<file path="src/sv/tdg_pkg.sv">
// Shared types and constants for the thermal derate guard.
// No dependencies; used by every other file of the block.
package tdg_pkg;

  localparam int unsigned CodeW  = 12;
  localparam int unsigned TimeW  = 32;
  localparam int unsigned MsW    = 16;
  localparam int unsigned CountW = 4;
  localparam int unsigned LevelW = 2;
  localparam int unsigned CfgIdxW  = 3;
  localparam int unsigned CfgDataW = 16;

  // Register indexes of the configuration port
  localparam logic [CfgIdxW-1:0] REG_DERATE_LOW  = 3'd0;
  localparam logic [CfgIdxW-1:0] REG_DERATE_HIGH = 3'd1;
  localparam logic [CfgIdxW-1:0] REG_SHUTDOWN    = 3'd2;
  localparam logic [CfgIdxW-1:0] REG_RESTORE     = 3'd3;
  localparam logic [CfgIdxW-1:0] REG_STABLE_DLT  = 3'd4;
  localparam logic [CfgIdxW-1:0] REG_STABLE_NEED = 3'd5;
  localparam logic [CfgIdxW-1:0] REG_DWELL       = 3'd6;
  localparam logic [CfgIdxW-1:0] REG_RECOVER     = 3'd7;

  // Protection levels
  localparam logic [LevelW-1:0] LVL_NORMAL   = 2'd0;
  localparam logic [LevelW-1:0] LVL_DERATE   = 2'd1;
  localparam logic [LevelW-1:0] LVL_SHUTDOWN = 2'd2;

  // Register reset values
  localparam logic [CodeW-1:0]  RST_DERATE_LOW  = 12'd1800;
  localparam logic [CodeW-1:0]  RST_DERATE_HIGH = 12'd2200;
  localparam logic [CodeW-1:0]  RST_SHUTDOWN    = 12'd2400;
  localparam logic [CodeW-1:0]  RST_RESTORE     = 12'd1299;
  localparam logic [CodeW-1:0]  RST_STABLE_DLT  = 12'd50;
  localparam logic [CountW-1:0] RST_STABLE_NEED = 4'd5;
  localparam logic [MsW-1:0]    RST_DWELL       = 16'd1000;
  localparam logic [MsW-1:0]    RST_RECOVER     = 16'd2000;

  typedef struct packed {
    logic [CodeW-1:0]  derate_low;
    logic [CodeW-1:0]  derate_high;
    logic [CodeW-1:0]  shutdown;
    logic [CodeW-1:0]  restore;
    logic [CodeW-1:0]  stable_delta;
    logic [CountW-1:0] stable_need;
    logic [MsW-1:0]    dwell_ms;
    logic [MsW-1:0]    recover_ms;
  } cfg_t;

  typedef struct packed {
    logic [LevelW-1:0] level;
    logic [TimeW-1:0]  mark_ms;
    logic [CountW-1:0] stable_cnt;
    logic [CodeW-1:0]  prev_code;
  } guard_state_t;

endpackage

</file>
<file path="src/sv/tdg_if.sv">
// Valid/ready channel interfaces for samples and results.
// Depends on tdg_pkg for field widths.
interface tdg_sample_if;
  logic                      valid;
  logic                      ready;
  logic [tdg_pkg::CodeW-1:0] sample_code;
  logic [tdg_pkg::TimeW-1:0] now_ms;

  modport source (output valid, output sample_code, output now_ms, input ready);
  modport sink   (input valid, input sample_code, input now_ms, output ready);
endinterface

interface tdg_result_if;
  logic                       valid;
  logic                       ready;
  logic [tdg_pkg::LevelW-1:0] protect_level;
  logic                       is_stable;

  modport source (output valid, output protect_level, output is_stable, input ready);
  modport sink   (input valid, input protect_level, input is_stable, output ready);
endinterface

</file>
<file path="src/sv/tdg_cfg_regs.sv">
// Configuration register file of the thermal derate guard.
// Depends on tdg_pkg.
module tdg_cfg_regs (
  input  logic                         clk_i,
  input  logic                         rst_ni,
  input  logic                         we_i,
  input  logic [tdg_pkg::CfgIdxW-1:0]  idx_i,
  input  logic [tdg_pkg::CfgDataW-1:0] wdata_i,
  output tdg_pkg::cfg_t                cfg_o
);

  tdg_pkg::cfg_t cfg_q;

  always_ff @(posedge clk_i or negedge rst_ni) begin
    if (!rst_ni) begin
      cfg_q.derate_low   <= tdg_pkg::RST_DERATE_LOW;
      cfg_q.derate_high  <= tdg_pkg::RST_DERATE_HIGH;
      cfg_q.shutdown     <= tdg_pkg::RST_SHUTDOWN;
      cfg_q.restore      <= tdg_pkg::RST_RESTORE;
      cfg_q.stable_delta <= tdg_pkg::RST_STABLE_DLT;
      cfg_q.stable_need  <= tdg_pkg::RST_STABLE_NEED;
      cfg_q.dwell_ms     <= tdg_pkg::RST_DWELL;
      cfg_q.recover_ms   <= tdg_pkg::RST_RECOVER;
    end else if (we_i) begin
      unique case (idx_i)
        tdg_pkg::REG_DERATE_LOW:  cfg_q.derate_low   <= wdata_i[tdg_pkg::CodeW-1:0];
        tdg_pkg::REG_DERATE_HIGH: cfg_q.derate_high  <= wdata_i[tdg_pkg::CodeW-1:0];
        tdg_pkg::REG_SHUTDOWN:    cfg_q.shutdown     <= wdata_i[tdg_pkg::CodeW-1:0];
        tdg_pkg::REG_RESTORE:     cfg_q.restore      <= wdata_i[tdg_pkg::CodeW-1:0];
        tdg_pkg::REG_STABLE_DLT:  cfg_q.stable_delta <= wdata_i[tdg_pkg::CodeW-1:0];
        tdg_pkg::REG_STABLE_NEED: cfg_q.stable_need  <= wdata_i[tdg_pkg::CountW-1:0];
        tdg_pkg::REG_DWELL:       cfg_q.dwell_ms     <= wdata_i;
        tdg_pkg::REG_RECOVER:     cfg_q.recover_ms   <= wdata_i;
        default: ;
      endcase
    end
  end

  assign cfg_o = cfg_q;

endmodule

</file>
<file path="src/sv/tdg_step.sv">
// Per-sample evaluation: stability count, hysteresis and dwell timing.
// Pure combinational; depends on tdg_pkg.
module tdg_step (
  input  tdg_pkg::cfg_t              cfg_i,
  input  tdg_pkg::guard_state_t      state_i,
  input  logic [tdg_pkg::CodeW-1:0]  code_i,
  input  logic [tdg_pkg::TimeW-1:0]  now_i,
  output tdg_pkg::guard_state_t      state_o,
  output logic [tdg_pkg::LevelW-1:0] level_o,
  output logic                       stable_o
);

  logic [tdg_pkg::CodeW:0]   diff_raw;
  logic [tdg_pkg::CodeW-1:0] diff;
  logic [tdg_pkg::TimeW-1:0] elapsed;
  logic                      dwell_ok;
  logic                      recover_ok;
  logic                      in_band;
  logic                      hot;
  logic                      cool;
  logic [tdg_pkg::CountW-1:0] cnt_d;
  logic                      stable;

  assign diff_raw = {1'b0, code_i} - {1'b0, state_i.prev_code};
  // borrow set means code < prev: negate for magnitude
  assign diff     = diff_raw[tdg_pkg::CodeW] ? (state_i.prev_code - code_i)
                                             : diff_raw[tdg_pkg::CodeW-1:0];
  assign elapsed  = now_i - state_i.mark_ms;
  assign dwell_ok   = elapsed >= {{(tdg_pkg::TimeW-tdg_pkg::MsW){1'b0}}, cfg_i.dwell_ms};
  assign recover_ok = elapsed >= {{(tdg_pkg::TimeW-tdg_pkg::MsW){1'b0}}, cfg_i.recover_ms};
  assign in_band  = (code_i >= cfg_i.derate_low) && (code_i < cfg_i.derate_high);
  assign hot      = code_i >= cfg_i.shutdown;
  assign cool     = code_i <= cfg_i.restore;

  always_comb begin
    if (diff < cfg_i.stable_delta) begin
      cnt_d = (state_i.stable_cnt < cfg_i.stable_need) ? state_i.stable_cnt + 1'b1
                                                       : state_i.stable_cnt;
    end else begin
      cnt_d = '0;
    end
  end

  assign stable = cnt_d >= cfg_i.stable_need;

  always_comb begin
    state_o            = state_i;
    state_o.stable_cnt = cnt_d;
    state_o.prev_code  = code_i;
    if (stable) begin
      case (state_i.level)
        tdg_pkg::LVL_NORMAL: begin
          if (in_band) begin
            if (dwell_ok) begin
              state_o.level   = tdg_pkg::LVL_DERATE;
              state_o.mark_ms = now_i;
            end
          end else if (hot) begin
            if (dwell_ok) begin
              state_o.level   = tdg_pkg::LVL_SHUTDOWN;
              state_o.mark_ms = now_i;
            end
          end else begin
            state_o.mark_ms = now_i;
          end
        end
        tdg_pkg::LVL_DERATE: begin
          if (cool) begin
            if (dwell_ok) begin
              state_o.level   = tdg_pkg::LVL_NORMAL;
              state_o.mark_ms = now_i;
            end
          end else if (hot) begin
            if (dwell_ok) begin
              state_o.level   = tdg_pkg::LVL_SHUTDOWN;
              state_o.mark_ms = now_i;
            end
          end else begin
            state_o.mark_ms = now_i;
          end
        end
        default: begin
          // shutdown; mark is never re-armed while waiting here
          if (cool && recover_ok) begin
            state_o.level   = tdg_pkg::LVL_NORMAL;
            state_o.mark_ms = now_i;
          end
        end
      endcase
    end
  end

  assign level_o  = state_i.level;
  assign stable_o = stable;

endmodule

</file>
<file path="src/sv/thermal_derate_guard.sv">
// Thermal derate guard: over-temperature protection with hysteresis.
// An accepted request lands in the input register, then moves into the result
// register when that is free. Throughput: one request per cycle while the result
// side does not stall. A stalled result stalls the input register, which drops
// input ready in the same cycle. Reset (rst_ni low, async): level normal,
// mark/count/previous code zero, config at defaults, both stages empty.
module thermal_derate_guard (
  input  logic                         clk_i,
  input  logic                         rst_ni,
  input  logic                         cfg_we_i,
  input  logic [tdg_pkg::CfgIdxW-1:0]  cfg_idx_i,
  input  logic [tdg_pkg::CfgDataW-1:0] cfg_wdata_i,
  tdg_sample_if.sink                   sample_i,
  tdg_result_if.source                 result_o
);

  tdg_pkg::cfg_t         cfg;
  tdg_pkg::guard_state_t state_q;
  tdg_pkg::guard_state_t state_d;

  // Input register
  logic                      in_vld_q;
  logic [tdg_pkg::CodeW-1:0] in_code_q;
  logic [tdg_pkg::TimeW-1:0] in_now_q;

  // Result register
  logic                       out_vld_q;
  logic [tdg_pkg::LevelW-1:0] out_level_q;
  logic [tdg_pkg::LevelW-1:0] out_level_d;
  logic                       out_stable_q;
  logic                       out_stable_d;

  logic advance;   // input register may move into the result register
  logic take_in;   // request accepted this cycle

  tdg_cfg_regs u_cfg (
    .clk_i   (clk_i),
    .rst_ni  (rst_ni),
    .we_i    (cfg_we_i),
    .idx_i   (cfg_idx_i),
    .wdata_i (cfg_wdata_i),
    .cfg_o   (cfg)
  );

  // Guard state advances exactly when a sample leaves the input register,
  // so the next sample in line always sees the updated state.
  tdg_step u_step (
    .cfg_i    (cfg),
    .state_i  (state_q),
    .code_i   (in_code_q),
    .now_i    (in_now_q),
    .state_o  (state_d),
    .level_o  (out_level_d),
    .stable_o (out_stable_d)
  );

  assign advance        = in_vld_q && (!out_vld_q || result_o.ready);
  assign sample_i.ready = !in_vld_q || advance;
  assign take_in        = sample_i.valid && sample_i.ready;

  always_ff @(posedge clk_i or negedge rst_ni) begin
    if (!rst_ni) begin
      in_vld_q  <= 1'b0;
      out_vld_q <= 1'b0;
      state_q   <= '{level: tdg_pkg::LVL_NORMAL, mark_ms: '0, stable_cnt: '0,
                     prev_code: '0};
    end else begin
      if (sample_i.ready) begin
        in_vld_q <= sample_i.valid;
      end
      if (advance) begin
        out_vld_q <= 1'b1;
        state_q   <= state_d;
      end else if (result_o.ready) begin
        out_vld_q <= 1'b0;
      end
    end
  end

  // Payload registers, no reset needed
  always_ff @(posedge clk_i) begin
    if (take_in) begin
      in_code_q <= sample_i.sample_code;
      in_now_q  <= sample_i.now_ms;
    end
    if (advance) begin
      out_level_q  <= out_level_d;
      out_stable_q <= out_stable_d;
    end
  end

  assign result_o.valid         = out_vld_q;
  assign result_o.protect_level = out_level_q;
  assign result_o.is_stable     = out_stable_q;

endmodule

</file>
<file path="src/flat_wrapper.sv">
// flat-port wrapper written by rule: the top's interface ports become plain ports
module thermal_derate_guard_flat 
  (clk_i, rst_ni, cfg_we_i, cfg_idx_i, cfg_wdata_i, sample_i_valid, sample_i_sample_code, sample_i_now_ms, sample_i_ready, result_o_valid, result_o_protect_level, result_o_is_stable, result_o_ready);
  tdg_sample_if sample_i_i ();
  tdg_result_if result_o_i ();
  input  logic clk_i;
  input  logic rst_ni;
  input  logic cfg_we_i;
  input  logic [tdg_pkg::CfgIdxW-1:0] cfg_idx_i;
  input  logic [tdg_pkg::CfgDataW-1:0] cfg_wdata_i;
  input wire logic [$bits(sample_i_i.valid)-1:0] sample_i_valid;
  input wire logic [$bits(sample_i_i.sample_code)-1:0] sample_i_sample_code;
  input wire logic [$bits(sample_i_i.now_ms)-1:0] sample_i_now_ms;
  output wire logic [$bits(sample_i_i.ready)-1:0] sample_i_ready;
  output wire logic [$bits(result_o_i.valid)-1:0] result_o_valid;
  output wire logic [$bits(result_o_i.protect_level)-1:0] result_o_protect_level;
  output wire logic [$bits(result_o_i.is_stable)-1:0] result_o_is_stable;
  input wire logic [$bits(result_o_i.ready)-1:0] result_o_ready;
  assign sample_i_i.valid = sample_i_valid;
  assign sample_i_i.sample_code = sample_i_sample_code;
  assign sample_i_i.now_ms = sample_i_now_ms;
  assign sample_i_ready = sample_i_i.ready;
  assign result_o_valid = result_o_i.valid;
  assign result_o_protect_level = result_o_i.protect_level;
  assign result_o_is_stable = result_o_i.is_stable;
  assign result_o_i.ready = result_o_ready;
  thermal_derate_guard u_core (.clk_i(clk_i), .rst_ni(rst_ni), .cfg_we_i(cfg_we_i), .cfg_idx_i(cfg_idx_i), .cfg_wdata_i(cfg_wdata_i), .sample_i(sample_i_i), .result_o(result_o_i));
endmodule
</file>
<file path="config.mk">
export PLATFORM = sky130hd
export DESIGN_NAME = thermal_derate_guard_flat
export DESIGN_NICKNAME = d
export VERILOG_FILES = /design/src/sv/tdg_pkg.sv /design/src/sv/tdg_if.sv /design/src/sv/tdg_cfg_regs.sv /design/src/sv/tdg_step.sv /design/src/sv/thermal_derate_guard.sv /design/src/flat_wrapper.sv
export SDC_FILE = /design/constraint.sdc
export NUM_CORES = 1
export LEC_CHECK = 0
export BUFFER_PORTS_ARGS = -buffer_cell sky130_fd_sc_hd__buf_2
export CORE_MARGIN = 2
export CORE_UTILIZATION = 45
export DETAILED_ROUTE_END_ITERATION = 6
export GPL_ROUTABILITY_DRIVEN = 1
export GPL_TIMING_DRIVEN = 0
export MAX_ROUTING_LAYER = met4
export PLACE_DENSITY_LB_ADDON = 0.2
export SYNTH_ARGS = -nofsm -noshare
export SYNTH_HDL_FRONTEND = slang
export SYNTH_SLANG_ARGS = --single-unit
</file>
<file path="constraint.sdc">
create_clock -name clk_i -period 9.05 [get_ports clk_i]
set_input_delay 0.905 -clock clk_i [delete_from_list [all_inputs] [get_ports clk_i]]
set_output_delay 0.905 -clock clk_i [all_outputs]
set_load 0.05 [all_outputs]
</file>
==> summary.txt <==
CTS tree: built
clk_lat worst skew: 0.45 ns
I/O pin count: 73
synthesized net count: 1,475
Max Cap Viol: 0
Required @ worst endpoint: 9.38 ns
drt drc: 0
die area: 0.0295 mm^2
syn_area_per_cell: 10.1 um^2
#FFs+latches synth: 195
count of unique library cells instantiated by Yosys: 71
slew of the pin with the lowest slew margin: 0.833 ns
Worst Hold Class: in -> async
pin count of the biggest net entering global routing: 83
Final Skew: 0.0129 ns
vias: 9,274
Total GRT Usage: 21.5%
area leader, netlist: dfrtp_1
part of the power in the clock network: 18.7%
kind of critical path: reg -> reg
row count: 61
CP most frequent cell: a21oi_1
multi-input logic area: 0.00671 mm^2
gpl congestion: 0.888
DRT iter0 DRCs: 544
Seq pwr share: 30.0%
CP endpoint kind: flip-flop
CTS Buf Count: 17
Comb power frac: 51.3%
diode count: 0
Die X: 172 um
vias in the first global route: 9,232
Seq. cell area: 0.00516 mm^2
Worst path max stage delay: 0.71 ns
RSZ-0062 raised after global routing: false
minimum hold slack: 0.448 ns
setup_tns: 0 ns
run status: complete, no violations
FILL cells: 2,553
grt total ovfl: 0
Cell Pwr Density: 294 mW/mm^2
CTS sink count: 195
layout cells sized above 1: 18.5%
crit path DAT: 8.11 ns
clock tree buffer depth: 2
setup bufs post-CTS: 0
H-Tree Depth: 4
max_slew headroom: 44.1%
area delta synth->final: 11.7%
PostCTS Resize Cnt: 0
synth warn: 0
Syn Inst Count: 1,252
VDD IR max: 0.000137 V
CTS Root Cell: clkbuf_16
Post-DP HPWL: 22.2 mm
Post-layout nets: 1,566
Tmin final: 7.78 ns
fin. max-slew vios: 0
Pre-Repair DR Iteration Count: 4
Setup WS post-layout: 1.27 ns
final core utilization: 51.0%
dpl ws: 0.902 ns
Final ANT Viol Nets: 0
Pleak: 6.54 nW
Hold Fails Final Rpt: 0
CP Launch Type: flip-flop
largest cells by area after synthesis: dfrtp_1, ha_1, edfxtp_1
Wirelength per Cell: 16.9 um
# setup viols final: 0
IO Port Bufs: 70
hold_buf cts: 0
DR vias/cell: 5.35
switching part of the total power: 40.2%
most used flip-flop cell after synthesis: dfrtp_1
Post-Synthesis Cell Area: 0.0127 mm^2
Total Wirelength: 29.3 mm
Async S/R FF share, synth: 75.9%
Die H: 172 um
Post-synth EDFFs: 47
Placeable Area: 0.0277 mm^2
post-synthesis sequential area ratio: 40.7%
Sw Pwr: 1.67 mW
internal power: 2.48 mW
area share of the largest cell type after synthesis: 22.5%
clock slew at reported path FFs: 0.08 ns
Crit Path Max Fanout: 10
Period Utilization, post-route: 86.0%
first-pass GRT wire length: 47.8 mm
Crit-path slowest cell: o31ai_2
initial core utilization: 45.7%
f_max: 129 MHz
initial antenna violation count: 1
flip-flops by register name, indices dropped and copies added, names as in the netlist:
name / cells
u_core.result_o.valid: 1
u_core.u_cfg.cfg_o: 96
u_core.in_code_q: 12
u_core.in_vld_q: 1
u_core.result_o.protect_level: 2
u_core.state_q: 50
u_core.in_now_q: 32
u_core.result_o.is_stable: 1
cells by family (layout without fill, tap and decap cells):
family	count (synthesis)	in the layout	share of synthesized area [%]
compound gates	328	328	16.6
xor+xnor	32	32	2.21
fa+ha+maj	155	155	15.5
buf+inv	206	310	6.33
flops	195	195	40.7
mux	93	93	9.07
simple gates	243	243	9.51
synth_stat cells, types with 6 or more instances:
cell       number
a2111oi_0       7
a211oi_1       15
a21o_1         38
a21oi_1        73
clkbuf_1       25
dfrtp_1       114
dfstp_2        34
edfxtp_1       47
ha_1          152
inv_1         173
mux2_2         58
mux2_4         29
mux2i_1         6
nand2_1       100
nand2b_1       20
nand3_1         7
nand4_1        24
nor2_1         39
nor2b_1         7
nor3_1         14
nor4_1          6
o211ai_1       12
o21a_1         18
o21ai_0        99
o21bai_1       11
xnor2_1        21
xor2_1         11
critical path: cells and delay by family, from the launching register on:
| kind | cells | cell delay [ns] |
|---|---|---|
| AO/OA/AOI/OAI | 17 | 3.97 |
| adder cells (fa/ha/maj) | 3 | 0.89 |
| buffers and inverters | 3 | 0.81 |
| multiplexers | 2 | 0.71 |
| AND/OR/NAND/NOR | 5 | 0.65 |
| flip-flops | 1 | 0.58 |
area by class of cell:
cell class	instances	share of cell area (%)
clock inverters	11	0.814
plain buffers	33	1.07
clock buffers	21	3.41
inverters	173	4.59
multi-input cells	851	47.4
repair buffers	72	2.86
flip-flops and latches	195	36.5
well taps	378	3.35
routing by layer:
layer | up-vias | wire, um | GRT usage (%)
met5 | - | 0 | -
met3 | 19 | 991 | 3.47
met4 | 0 | 387 | 5.90
li1 | 4612 | - | -
met1 | 4509 | 14100 | 28.4
met2 | 134 | 13800 | 34.5
through the flow:
stage	total power [mW]	std cells	instance area, um^2
finish	4.15	1734	14100
global route	4.52	1734	14100
CTS	4.18	1734	14100
detailed placement	3.38	1702	13500
global placement	3.33	1700	13500
floorplan	2.86	1252	12700
power by group through the flow:
stage                     registers, mW  clock network (mW)  logic, mW
final                              1.24               0.777       2.13
after global routing               1.27               0.835       2.42
after CTS                          1.24               0.801       2.13
after detailed placement           1.26                   0       2.12
after global placement             1.25                   0       2.07
after floorplan                    1.24                   0       1.62
path summary, 6_finish.rpt:
path	start	endpoint	slack, ns	depth (start not counted)
min in group clk_i	u_core.in_vld_q	u_core.result_o.valid	0.50	1
min	rst_ni	u_core.u_cfg.cfg_o[43]	0.45	1
max reg2reg	u_core.in_code_q[3]	u_core.state_q[38]	1.27	30
max in group asynchronous	rst_ni	u_core.u_cfg.cfg_o[10]	7.72	2
max	u_core.in_code_q[3]	u_core.state_q[38]	1.27	30
min reg2reg	u_core.in_vld_q	u_core.result_o.valid	0.50	1
layout by cell type, fill, tap and decap left out, types with 7 or more instances in the layout:
cell,synthesis,final
inv_1,173,173
ha_1,152,152
dfrtp_1,114,114
nand2_1,100,100
o21ai_0,99,99
a21oi_1,73,73
buf_2,4,73
mux2_2,58,58
edfxtp_1,47,47
nor2_1,39,39
a21o_1,38,38
dfstp_2,34,34
mux2_4,29,29
clkbuf_1,25,26
nand4_1,24,24
xnor2_1,21,21
nand2b_1,20,20
o21a_1,18,18
clkbuf_16,0,18
a211oi_1,15,15
nor3_1,14,14
o211ai_1,12,12
o21bai_1,11,11
xor2_1,11,11
nor2b_1,7,7
nand3_1,7,7
a2111oi_0,7,7
No activity file was read; power rests on OpenSTA's default activity.
